==> src/rtl/core/mdpe_pkg.sv <==
// shared types and constants for the midpoint ellipse rasterizer
`timescale 1ns / 1ps

package mdpe_pkg;

   // field widths
   localparam int AXIS_BITS   = 10;
   localparam int SCREEN_BITS = 11;
   localparam int OUT_BITS    = SCREEN_BITS + 2;
   localparam int COLOR_BITS  = 4;

   // arithmetic widths: squares, slope terms, decision value (scaled by four)
   localparam int SQ_BITS     = 2 * AXIS_BITS;
   localparam int MUL_A_BITS  = 2 * AXIS_BITS + 2;
   localparam int MUL_B_BITS  = 2 * AXIS_BITS;
   localparam int PROD_BITS   = MUL_A_BITS + MUL_B_BITS;
   localparam int OPND_BITS   = PROD_BITS + 2;
   localparam int SLOPE_BITS  = 3 * AXIS_BITS + 2;
   localparam int DEC_BITS    = 4 * AXIS_BITS + 8;

   // configuration port
   localparam int CSR_ADDR_BITS = 3;
   localparam int CSR_DATA_BITS = 32;
   localparam logic [COLOR_BITS-1:0] COLOR_RESET = 4'd12;

   // register index (word address bit)
   typedef enum logic {
      REG_PIXEL_COLOR = 1'b0
   } reg_index_type;

   // input operation codes
   typedef enum logic {
      OP_START = 1'b0,
      OP_NEXT  = 1'b1
   } op_type;

   // sequencer states
   typedef enum logic [3:0] {
      ST_IDLE,
      ST_SQA,
      ST_SQB,
      ST_AB,
      ST_D1,
      ST_P1,
      ST_P2,
      ST_P3,
      ST_P4,
      ST_E0,
      ST_E1,
      ST_E2,
      ST_E3,
      ST_E4,
      ST_E5,
      ST_DONE
   } state_type;

   // decision accumulator operations
   typedef enum logic [1:0] {
      DOP_HOLD,
      DOP_LOAD,
      DOP_ADD,
      DOP_SUB
   } dec_op_type;

endpackage

==> src/rtl/core/mdpe_mul.sv <==
// shared unsigned multiplier with registered product
`timescale 1ns / 1ps

module mdpe_mul (
   input  logic                              clock,
   input  logic [mdpe_pkg::MUL_A_BITS-1:0]   mul_a,
   input  logic [mdpe_pkg::MUL_B_BITS-1:0]   mul_b,
   output logic [mdpe_pkg::PROD_BITS-1:0]    product
);

   logic [mdpe_pkg::PROD_BITS-1:0] product_ff;
   logic [mdpe_pkg::PROD_BITS-1:0] product_in;

   // one product per cycle
   always_comb begin
      product_in = mdpe_pkg::PROD_BITS'(mul_a) * mdpe_pkg::PROD_BITS'(mul_b);
   end

   always_ff @(posedge clock) begin
      product_ff <= product_in;
   end

   assign product = product_ff;

endmodule

==> src/rtl/core/midpoint_ellipse_rasterizer_unit.sv <==
// midpoint ellipse rasterizer: sequencer, decision accumulator, csr and output word
// start word: aa, bb, slope_y, decision; region two set-up too if region one is empty
// next word: midpoint step, region two set-up on entry; no step once the ellipse is done
// no new word until the sequencer is idle again; the multiplier and adder are shared
// a new word is taken while the previous result still waits in the output register
// synchronous reset: empty output, pixel color 12, offsets and center zero (ellipse done)
`timescale 1ns / 1ps

module midpoint_ellipse_rasterizer_unit (
   input  logic                                      clock,
   input  logic                                      reset,
   // request channel
   input  logic                                      req_valid,
   output logic                                      req_stall,
   input  logic                                      req_op,
   input  logic [mdpe_pkg::AXIS_BITS-1:0]            req_semi_x,
   input  logic [mdpe_pkg::AXIS_BITS-1:0]            req_semi_y,
   input  logic [mdpe_pkg::SCREEN_BITS-1:0]          req_center_x,
   input  logic [mdpe_pkg::SCREEN_BITS-1:0]          req_center_y,
   // response channel
   output logic                                      rsp_valid,
   input  logic                                      rsp_stall,
   output logic signed [mdpe_pkg::OUT_BITS-1:0]      rsp_right_x,
   output logic signed [mdpe_pkg::OUT_BITS-1:0]      rsp_left_x,
   output logic signed [mdpe_pkg::OUT_BITS-1:0]      rsp_upper_y,
   output logic signed [mdpe_pkg::OUT_BITS-1:0]      rsp_lower_y,
   output logic [mdpe_pkg::COLOR_BITS-1:0]           rsp_color,
   output logic                                      rsp_last,
   // configuration port
   input  logic                                      csr_psel,
   input  logic                                      csr_penable,
   input  logic                                      csr_pwrite,
   input  logic [mdpe_pkg::CSR_ADDR_BITS-1:0]        csr_paddr,
   input  logic [mdpe_pkg::CSR_DATA_BITS-1:0]        csr_pwdata,
   output logic [mdpe_pkg::CSR_DATA_BITS-1:0]        csr_prdata,
   output logic                                      csr_pready
);

   // sequencer state
   mdpe_pkg::state_type state_ff, state_in;

   // ellipse state
   logic [mdpe_pkg::AXIS_BITS-1:0]   semi_x_ff, semi_x_in;
   logic [mdpe_pkg::AXIS_BITS-1:0]   offset_x_ff, offset_x_in;
   logic [mdpe_pkg::AXIS_BITS-1:0]   offset_y_ff, offset_y_in;
   logic [mdpe_pkg::SLOPE_BITS-1:0]  slope_x_ff, slope_x_in;
   logic [mdpe_pkg::SLOPE_BITS-1:0]  slope_y_ff, slope_y_in;
   logic [mdpe_pkg::DEC_BITS-1:0]    decision_ff, decision_in;
   logic [mdpe_pkg::SQ_BITS-1:0]     square_a_ff, square_a_in;
   logic [mdpe_pkg::SQ_BITS-1:0]     square_b_ff, square_b_in;
   logic [mdpe_pkg::SCREEN_BITS-1:0] centre_col_ff, centre_col_in;
   logic [mdpe_pkg::SCREEN_BITS-1:0] centre_row_ff, centre_row_in;
   logic                             region_two_ff, region_two_in;
   logic                             neg_ff, neg_in;

   // configuration
   logic [mdpe_pkg::COLOR_BITS-1:0]  color_ff, color_in;

   // output word
   logic                                  rsp_valid_ff, rsp_valid_in;
   logic signed [mdpe_pkg::OUT_BITS-1:0]  right_x_ff, right_x_in;
   logic signed [mdpe_pkg::OUT_BITS-1:0]  left_x_ff, left_x_in;
   logic signed [mdpe_pkg::OUT_BITS-1:0]  upper_y_ff, upper_y_in;
   logic signed [mdpe_pkg::OUT_BITS-1:0]  lower_y_ff, lower_y_in;
   logic [mdpe_pkg::COLOR_BITS-1:0]       color_out_ff, color_out_in;
   logic                                  last_ff, last_in;

   // shared units
   logic [mdpe_pkg::MUL_A_BITS-1:0]  mul_a;
   logic [mdpe_pkg::MUL_B_BITS-1:0]  mul_b;
   logic [mdpe_pkg::PROD_BITS-1:0]   product;
   mdpe_pkg::dec_op_type             dec_op;
   logic [mdpe_pkg::OPND_BITS-1:0]   dec_opnd;
   logic [mdpe_pkg::DEC_BITS-1:0]    dec_ext;

   // step helpers
   logic                             step_x;
   logic                             step_y;
   logic [mdpe_pkg::AXIS_BITS-1:0]   y_minus_one;
   logic                             csr_write;

   mdpe_mul u_mul (
      .clock   (clock),
      .mul_a   (mul_a),
      .mul_b   (mul_b),
      .product (product)
   );

   // configuration port
   assign csr_pready = 1'b1;
   assign csr_write  = csr_psel & csr_penable & csr_pwrite & csr_pready;

   always_comb begin
      color_in = color_ff;
      if (csr_write && (csr_paddr[2] == mdpe_pkg::REG_PIXEL_COLOR)) begin
         color_in = csr_pwdata[mdpe_pkg::COLOR_BITS-1:0];
      end
   end

   always_comb begin
      csr_prdata = '0;
      if (csr_paddr[2] == mdpe_pkg::REG_PIXEL_COLOR) begin
         csr_prdata = mdpe_pkg::CSR_DATA_BITS'(color_ff);
      end
   end

   // which offsets move on a step
   assign step_x      = region_two_ff ? decision_ff[mdpe_pkg::DEC_BITS-1] : 1'b1;
   assign step_y      = region_two_ff ? 1'b1 : ~decision_ff[mdpe_pkg::DEC_BITS-1];
   assign y_minus_one = (offset_y_ff == '0) ? mdpe_pkg::AXIS_BITS'(1)
                                            : offset_y_ff - mdpe_pkg::AXIS_BITS'(1);

   // sequencer: next state, multiplier operands, accumulator control
   always_comb begin
      state_in      = state_ff;
      semi_x_in     = semi_x_ff;
      offset_x_in   = offset_x_ff;
      offset_y_in   = offset_y_ff;
      slope_x_in    = slope_x_ff;
      slope_y_in    = slope_y_ff;
      square_a_in   = square_a_ff;
      square_b_in   = square_b_ff;
      centre_col_in = centre_col_ff;
      centre_row_in = centre_row_ff;
      region_two_in = region_two_ff;
      neg_in        = neg_ff;
      mul_a         = '0;
      mul_b         = '0;
      dec_op        = mdpe_pkg::DOP_HOLD;
      dec_opnd      = '0;
      rsp_valid_in  = rsp_valid_ff & rsp_stall;
      right_x_in    = right_x_ff;
      left_x_in     = left_x_ff;
      upper_y_in    = upper_y_ff;
      lower_y_in    = lower_y_ff;
      color_out_in  = color_out_ff;
      last_in       = last_ff;

      case (state_ff)
         mdpe_pkg::ST_IDLE: begin
            if (req_valid) begin
               if (req_op == mdpe_pkg::OP_START) begin
                  semi_x_in     = req_semi_x;
                  offset_x_in   = '0;
                  offset_y_in   = req_semi_y;
                  slope_x_in    = '0;
                  centre_col_in = req_center_x;
                  centre_row_in = req_center_y;
                  region_two_in = 1'b0;
                  state_in      = mdpe_pkg::ST_SQA;
               end else if (offset_y_ff == '0) begin
                  state_in = mdpe_pkg::ST_DONE;
               end else begin
                  state_in = mdpe_pkg::ST_P1;
               end
            end
         end

         // start: aa, bb, then the initial decision and slope_y
         mdpe_pkg::ST_SQA: begin
            mul_a    = mdpe_pkg::MUL_A_BITS'(semi_x_ff);
            mul_b    = mdpe_pkg::MUL_B_BITS'(semi_x_ff);
            state_in = mdpe_pkg::ST_SQB;
         end
         mdpe_pkg::ST_SQB: begin
            mul_a       = mdpe_pkg::MUL_A_BITS'(offset_y_ff);
            mul_b       = mdpe_pkg::MUL_B_BITS'(offset_y_ff);
            square_a_in = product[mdpe_pkg::SQ_BITS-1:0];
            dec_op      = mdpe_pkg::DOP_LOAD;
            dec_opnd    = mdpe_pkg::OPND_BITS'(product);
            state_in    = mdpe_pkg::ST_AB;
         end
         mdpe_pkg::ST_AB: begin
            mul_a       = mdpe_pkg::MUL_A_BITS'(square_a_ff);
            mul_b       = mdpe_pkg::MUL_B_BITS'(offset_y_ff);
            square_b_in = product[mdpe_pkg::SQ_BITS-1:0];
            dec_op      = mdpe_pkg::DOP_ADD;
            dec_opnd    = {product, 2'b00};
            state_in    = mdpe_pkg::ST_D1;
         end
         mdpe_pkg::ST_D1: begin
            slope_y_in = mdpe_pkg::SLOPE_BITS'({product, 1'b0});
            dec_op     = mdpe_pkg::DOP_SUB;
            dec_opnd   = {product, 2'b00};
            // slope_y zero means region one is empty
            state_in   = (product == '0) ? mdpe_pkg::ST_E0 : mdpe_pkg::ST_DONE;
         end

         // one midpoint step: offsets and slopes first
         mdpe_pkg::ST_P1: begin
            neg_in = decision_ff[mdpe_pkg::DEC_BITS-1];
            if (step_x) begin
               offset_x_in = offset_x_ff + mdpe_pkg::AXIS_BITS'(1);
               slope_x_in  = slope_x_ff + mdpe_pkg::SLOPE_BITS'({square_b_ff, 1'b0});
            end
            if (step_y) begin
               offset_y_in = offset_y_ff - mdpe_pkg::AXIS_BITS'(1);
               slope_y_in  = slope_y_ff - mdpe_pkg::SLOPE_BITS'({square_a_ff, 1'b0});
            end
            state_in = mdpe_pkg::ST_P2;
         end
         // then the decision update, one term per cycle
         mdpe_pkg::ST_P2: begin
            dec_op = mdpe_pkg::DOP_ADD;
            if (region_two_ff && !neg_ff) begin
               dec_opnd = mdpe_pkg::OPND_BITS'({square_a_ff, 2'b00});
            end else begin
               dec_opnd = mdpe_pkg::OPND_BITS'({slope_x_ff, 2'b00});
            end
            state_in = mdpe_pkg::ST_P3;
         end
         mdpe_pkg::ST_P3: begin
            if (region_two_ff) begin
               dec_op   = mdpe_pkg::DOP_SUB;
               dec_opnd = mdpe_pkg::OPND_BITS'({slope_y_ff, 2'b00});
            end else begin
               dec_op   = mdpe_pkg::DOP_ADD;
               dec_opnd = mdpe_pkg::OPND_BITS'({square_b_ff, 2'b00});
            end
            state_in = mdpe_pkg::ST_P4;
         end
         mdpe_pkg::ST_P4: begin
            if (region_two_ff) begin
               if (neg_ff) begin
                  dec_op   = mdpe_pkg::DOP_ADD;
                  dec_opnd = mdpe_pkg::OPND_BITS'({square_a_ff, 2'b00});
               end
            end else if (!neg_ff) begin
               dec_op   = mdpe_pkg::DOP_SUB;
               dec_opnd = mdpe_pkg::OPND_BITS'({slope_y_ff, 2'b00});
            end
            // region change once the x slope catches up
            if (!region_two_ff && (offset_y_ff != '0) && (slope_x_ff >= slope_y_ff)) begin
               state_in = mdpe_pkg::ST_E0;
            end else begin
               state_in = mdpe_pkg::ST_DONE;
            end
         end

         // region two start: (2x+1)^2*bb + 4(y-1)^2*aa - 4aa*bb
         mdpe_pkg::ST_E0: begin
            mul_a    = mdpe_pkg::MUL_A_BITS'({offset_x_ff, 1'b1});
            mul_b    = mdpe_pkg::MUL_B_BITS'({offset_x_ff, 1'b1});
            state_in = mdpe_pkg::ST_E1;
         end
         mdpe_pkg::ST_E1: begin
            mul_a    = product[mdpe_pkg::MUL_A_BITS-1:0];
            mul_b    = square_b_ff;
            state_in = mdpe_pkg::ST_E2;
         end
         mdpe_pkg::ST_E2: begin
            dec_op   = mdpe_pkg::DOP_LOAD;
            dec_opnd = mdpe_pkg::OPND_BITS'(product);
            mul_a    = mdpe_pkg::MUL_A_BITS'(y_minus_one);
            mul_b    = mdpe_pkg::MUL_B_BITS'(y_minus_one);
            state_in = mdpe_pkg::ST_E3;
         end
         mdpe_pkg::ST_E3: begin
            mul_a    = product[mdpe_pkg::MUL_A_BITS-1:0];
            mul_b    = square_a_ff;
            state_in = mdpe_pkg::ST_E4;
         end
         mdpe_pkg::ST_E4: begin
            dec_op   = mdpe_pkg::DOP_ADD;
            dec_opnd = {product, 2'b00};
            mul_a    = mdpe_pkg::MUL_A_BITS'(square_a_ff);
            mul_b    = square_b_ff;
            state_in = mdpe_pkg::ST_E5;
         end
         mdpe_pkg::ST_E5: begin
            dec_op        = mdpe_pkg::DOP_SUB;
            dec_opnd      = {product, 2'b00};
            region_two_in = 1'b1;
            state_in      = mdpe_pkg::ST_DONE;
         end

         // hand the mirrored point to the output register once it is free
         mdpe_pkg::ST_DONE: begin
            if (!rsp_valid_ff || !rsp_stall) begin
               rsp_valid_in = 1'b1;
               right_x_in   = mdpe_pkg::OUT_BITS'(centre_col_ff)
                            + mdpe_pkg::OUT_BITS'(offset_x_ff);
               left_x_in    = mdpe_pkg::OUT_BITS'(centre_col_ff)
                            - mdpe_pkg::OUT_BITS'(offset_x_ff);
               upper_y_in   = mdpe_pkg::OUT_BITS'(centre_row_ff)
                            - mdpe_pkg::OUT_BITS'(offset_y_ff);
               lower_y_in   = mdpe_pkg::OUT_BITS'(centre_row_ff)
                            + mdpe_pkg::OUT_BITS'(offset_y_ff);
               color_out_in = color_ff;
               last_in      = (offset_y_ff == '0);
               state_in     = mdpe_pkg::ST_IDLE;
            end
         end

         default: begin
            state_in = mdpe_pkg::ST_IDLE;
         end
      endcase
   end

   // decision accumulator: the one wide adder
   assign dec_ext = mdpe_pkg::DEC_BITS'(dec_opnd);

   always_comb begin
      case (dec_op)
         mdpe_pkg::DOP_LOAD: decision_in = dec_ext;
         mdpe_pkg::DOP_ADD:  decision_in = decision_ff + dec_ext;
         mdpe_pkg::DOP_SUB:  decision_in = decision_ff - dec_ext;
         default:            decision_in = decision_ff;
      endcase
   end

   // control and architectural state
   always_ff @(posedge clock) begin
      if (reset) begin
         state_ff      <= mdpe_pkg::ST_IDLE;
         offset_x_ff   <= '0;
         offset_y_ff   <= '0;
         centre_col_ff <= '0;
         centre_row_ff <= '0;
         region_two_ff <= 1'b0;
         color_ff      <= mdpe_pkg::COLOR_RESET;
         rsp_valid_ff  <= 1'b0;
      end else begin
         state_ff      <= state_in;
         offset_x_ff   <= offset_x_in;
         offset_y_ff   <= offset_y_in;
         centre_col_ff <= centre_col_in;
         centre_row_ff <= centre_row_in;
         region_two_ff <= region_two_in;
         color_ff      <= color_in;
         rsp_valid_ff  <= rsp_valid_in;
      end
   end

   // datapath and output word registers
   always_ff @(posedge clock) begin
      semi_x_ff    <= semi_x_in;
      slope_x_ff   <= slope_x_in;
      slope_y_ff   <= slope_y_in;
      decision_ff  <= decision_in;
      square_a_ff  <= square_a_in;
      square_b_ff  <= square_b_in;
      neg_ff       <= neg_in;
      right_x_ff   <= right_x_in;
      left_x_ff    <= left_x_in;
      upper_y_ff   <= upper_y_in;
      lower_y_ff   <= lower_y_in;
      color_out_ff <= color_out_in;
      last_ff      <= last_in;
   end

   // ports
   assign req_stall   = (state_ff != mdpe_pkg::ST_IDLE);
   assign rsp_valid   = rsp_valid_ff;
   assign rsp_right_x = right_x_ff;
   assign rsp_left_x  = left_x_ff;
   assign rsp_upper_y = upper_y_ff;
   assign rsp_lower_y = lower_y_ff;
   assign rsp_color   = color_out_ff;
   assign rsp_last    = last_ff;

endmodule

==> config.mk <==
export PLATFORM = sky130hd
export DESIGN_NAME = midpoint_ellipse_rasterizer_unit
export DESIGN_NICKNAME = d
export VERILOG_FILES = /design/src/rtl/core/mdpe_pkg.sv /design/src/rtl/core/mdpe_mul.sv /design/src/rtl/core/midpoint_ellipse_rasterizer_unit.sv
export SDC_FILE = /design/constraint.sdc
export NUM_CORES = 2
export LEC_CHECK = 0
export ABC_AREA = 1
export BUFFER_PORTS_ARGS = -buffer_cell sky130_fd_sc_hd__buf_2
export CAP_MARGIN = 20
export CORE_MARGIN = 2
export CORE_UTILIZATION = 50
export DETAILED_ROUTE_END_ITERATION = 16
export GPL_TIMING_DRIVEN = 0
export HOLD_SLACK_MARGIN = 0.03
export PLACE_DENSITY_LB_ADDON = 0.12
export SYNTH_ARGS = -nofsm -noshare
export SYNTH_HDL_FRONTEND = slang
export SYNTH_SLANG_ARGS = --single-unit
export TNS_END_PERCENT = 20
==> constraint.sdc <==
create_clock -name clock -period 8.9 [get_ports clock]
set_input_delay 0.445 -clock clock [delete_from_list [all_inputs] [get_ports clock]]
set_output_delay 0.445 -clock clock [all_outputs]
set_load 0.01 [all_outputs]
==> impl_results.md <==
- Status: finished clean
- CP required: 9.34 ns
- CTS Root Cell: clkbuf_16
- Share of cells above drive strength 1: 0.0732
- Initial Util: 0.503
- Setup TNS: 0 ns
- Synth Register Bits: 306
- Die height: 280 µm
- FFs w/ async S/R, synth: 0
- CTS Buffer Depth: 3
- Worst-path cell chain: nand2_1, nor2_2, nor2_1, clkbuf_1, nor2_1, clkbuf_1, nand2_1, fa_1, fa_1, inv_1, fa_1, inv_1, fa_1, fa_1, inv_1, fa_1, ha_1, ha_1, nand2_1, o21ai_0, or3b_2, o2111ai_1, a31oi_1, xor2_1
- Peak VDD IR: 0.000267 V
- Yosys warning total: 0
- CP Launch Type: register
- Post-synth EDFFs: around 210
- # IOs: 177
- Core area: between 70,000 and 80,000 µm²
- DP HPWL: between 100,000 and 150,000 µm
- Type of the tightest min-delay check: in -> reg
- Die area: 78,200 µm²
- Count of different cell masters after synthesis: 61
- Fmax: 116 MHz
- Hold Vio Cnt, Final: 0
- WP buf/inv: 5
- DR pass1 iterations: 6
- Worst hold start: req_semi_x[7]
- Minimum clock period: roughly 8.6 ns
- Max incr delay on CP: approximately 0.73 ns
- Initial antenna violation count: 0
- R2r startpoint: state_ff[2]$_SDFFE_PP0P_
- Drt total wl: about 130,000 µm
- Cell area after layout: 41,800 µm²
- Syn_area_per_cell: 7.45 µm²
- Gpl congestion: 0.988
- Global-route wire length before repair: 203,000 µm
- Post-synth top area share: 0.191
- Row Count: 101
- P_leak: 21.6 nW
- Total power: roughly 14 mW
- Slew Limit Fails: 0
- Vias in the first global route: 33,900
- Fin Hold WS: 0.0517 ns
- Worst-Margin Slew: around 1.1 ns
- RSZ-0062 raised after global routing: true
- Commonest non-fill, non-tap cells in the layout: nand2_1 (1,065), inv_1 (1,054), nor2_1 (477)
- Most common cell after layout, fill and taps aside: nand2_1
- Fin Clk Skew: 0.0283 ns
- Final core occ: 0.554
- Pre-CTS WS: -0.696 ns
- Final Non-Filler Cells: 6,321
- Pwr Density: 332 nW/µm²
- Cell Area, Synth: 38,000 µm²
- Area grow syn2layout: 10.1%
- DIE WIDTH: around 280 µm
- Grt met3 use: 0.0408
- Post-synth top flop: edfxtp_1
- Congestion Overflow GR: 0
- Top Family by Delay on Critical Path: adder cells
- WP data arrival: 9.08 ns
- Initial drt markers: 2,998
- Setup CP Type: reg -> reg
- Post-placement cell count: 6,242
- Crit path max fanout: 10
- Pin count of the biggest net entering global routing: 35
- Wire length per cell: 21.2 µm
- Seq/Total Area, Yosys: 0.217
- Worst setup path startpoint: state_ff[2]$_SDFFE_PP0P_
- Clock Latency Late Sink: around 0.58 ns
- Total CTS buffers: 39
- CTS tree: built
- Cells after synthesis: 5,103
- Period utilisation layout: 0.972
- Met2 usage in global routing: 0.558
- Sinks on Clock Net: between 300 and 400
- Placed cell area: 40,200 µm²
- CP most frequent cell: fa_1
- Setup violations, final: 0
- Nets: 6,075
- Residual DRC: 0
- Cell taking the most area after synthesis: fa_1
- Crit end category: register
- Global Route Usage Sum: 0.342
- Final setup margin: 0.253 ns
- GR Layer Usage met1: 0.464
- CP max stage cell: clkbuf_1
- Htree depth: 2
- Max-Cap Viols: 0
- Routed vias/inst: 5.51
- Ant diodes: 0
- Antenna viol nets, final: 0
- Vias post-DR: between 30,000 and 40,000
- Clk pin slew, worst setup/hold paths: roughly 0.060 ns
- GR peak layer: met2
- Worst slew margin: 0.285
- Synth area leaders: fa_1 (19%), edfxtp_1 (17%), nand2_1 (11%)
- IO buf count: 115
-- where the power goes --
group	switching [mW]	internal (mW)	total, mW	leakage, nW
Combinational	6.66	3.09	9.75	18.2
Sequential	0.364	2.09	2.45	2.77
Clock	0.687	1.01	1.70	0.665
-- registers in the layout, indices dropped and copies added (netlist names), 10 cells and up --
name / count
slope_x_ff: 31
semi_x_ff: 10
rsp_left_x: 11
rsp_lower_y: 12
u_mul.product: 42
rsp_right_x: 12
offset_y_ff: 10
square_b_ff: 20
decision_ff: 48
rsp_upper_y: 11
centre_row_ff: 11
square_a_ff: 20
centre_col_ff: 11
offset_x_ff: 10
slope_y_ff: 31
-- per-layer routing --
metal	vias to the layer above	routed length, µm	part of all wire
li1	16500	-	-
met1	16700	57100	0.43
met2	1341	60500	0.45
met3	274	10100	0.075
met4	0	6560	0.049
met5	-	0	0
-- Yosys cell counts (all sizes together), types with 61 or more instances --
cell    count
a21oi     316
o21ai     322
inv      1061
nand3     147
fa        363
nor2      498
edfxtp    212
dfxtp      94
xor2      117
clkbuf    111
ha        315
nand2    1074
buf        61
-- kinds of logic (layout without fill, tap and decap cells) --
family / Yosys count / count (layout) / synth area share
AND/OR/NAND/NOR: 1888 / 1888 / 0.204
other: 2 / 31 / 0.000198
adder cells (fa/ha/maj): 678 / 678 / 0.295
AO/OA/AOI/OAI: 827 / 827 / 0.120
flip-flops: 306 / 306 / 0.217
XOR/XNOR: 158 / 158 / 0.0364
buffers and inverters: 1244 / 1455 / 0.127
-- worst paths after layout --
path,end,slack (ns),cells past startpoint
setup / recovery,u_mul.product[40]$_DFF_P_,0.25,24
hold / removal,semi_x_ff[7]$_DFFE_PP_,0.05,1
setup reg to reg,u_mul.product[40]$_DFF_P_,0.25,24
hold reg to reg,rsp_color[1]$_DFFE_PP_,0.43,0
-- cell type report --
type	count	area, µm²
timing repair buffer	139	876
buffer	172	862
inverter	1072	4030
multi-input combinational	3582	25200
clock inverter	22	255
fill	7510	33700
clock buffer	50	1110
tap	978	1220
sequential	306	8250
-- timing repair --
item / 4_1_cts / 5_1_grt
resized for setup: 23 / 84
setup endpoints to repair: 25 / 25
endpoints found under the hold margin: 5 / 0
hold buffers: 5 / 0
setup buffers: 0 / 1
pin swaps: 0 / 1
cloned: 0 / 0
Note: power is estimated with default switching activity, not from simulation.
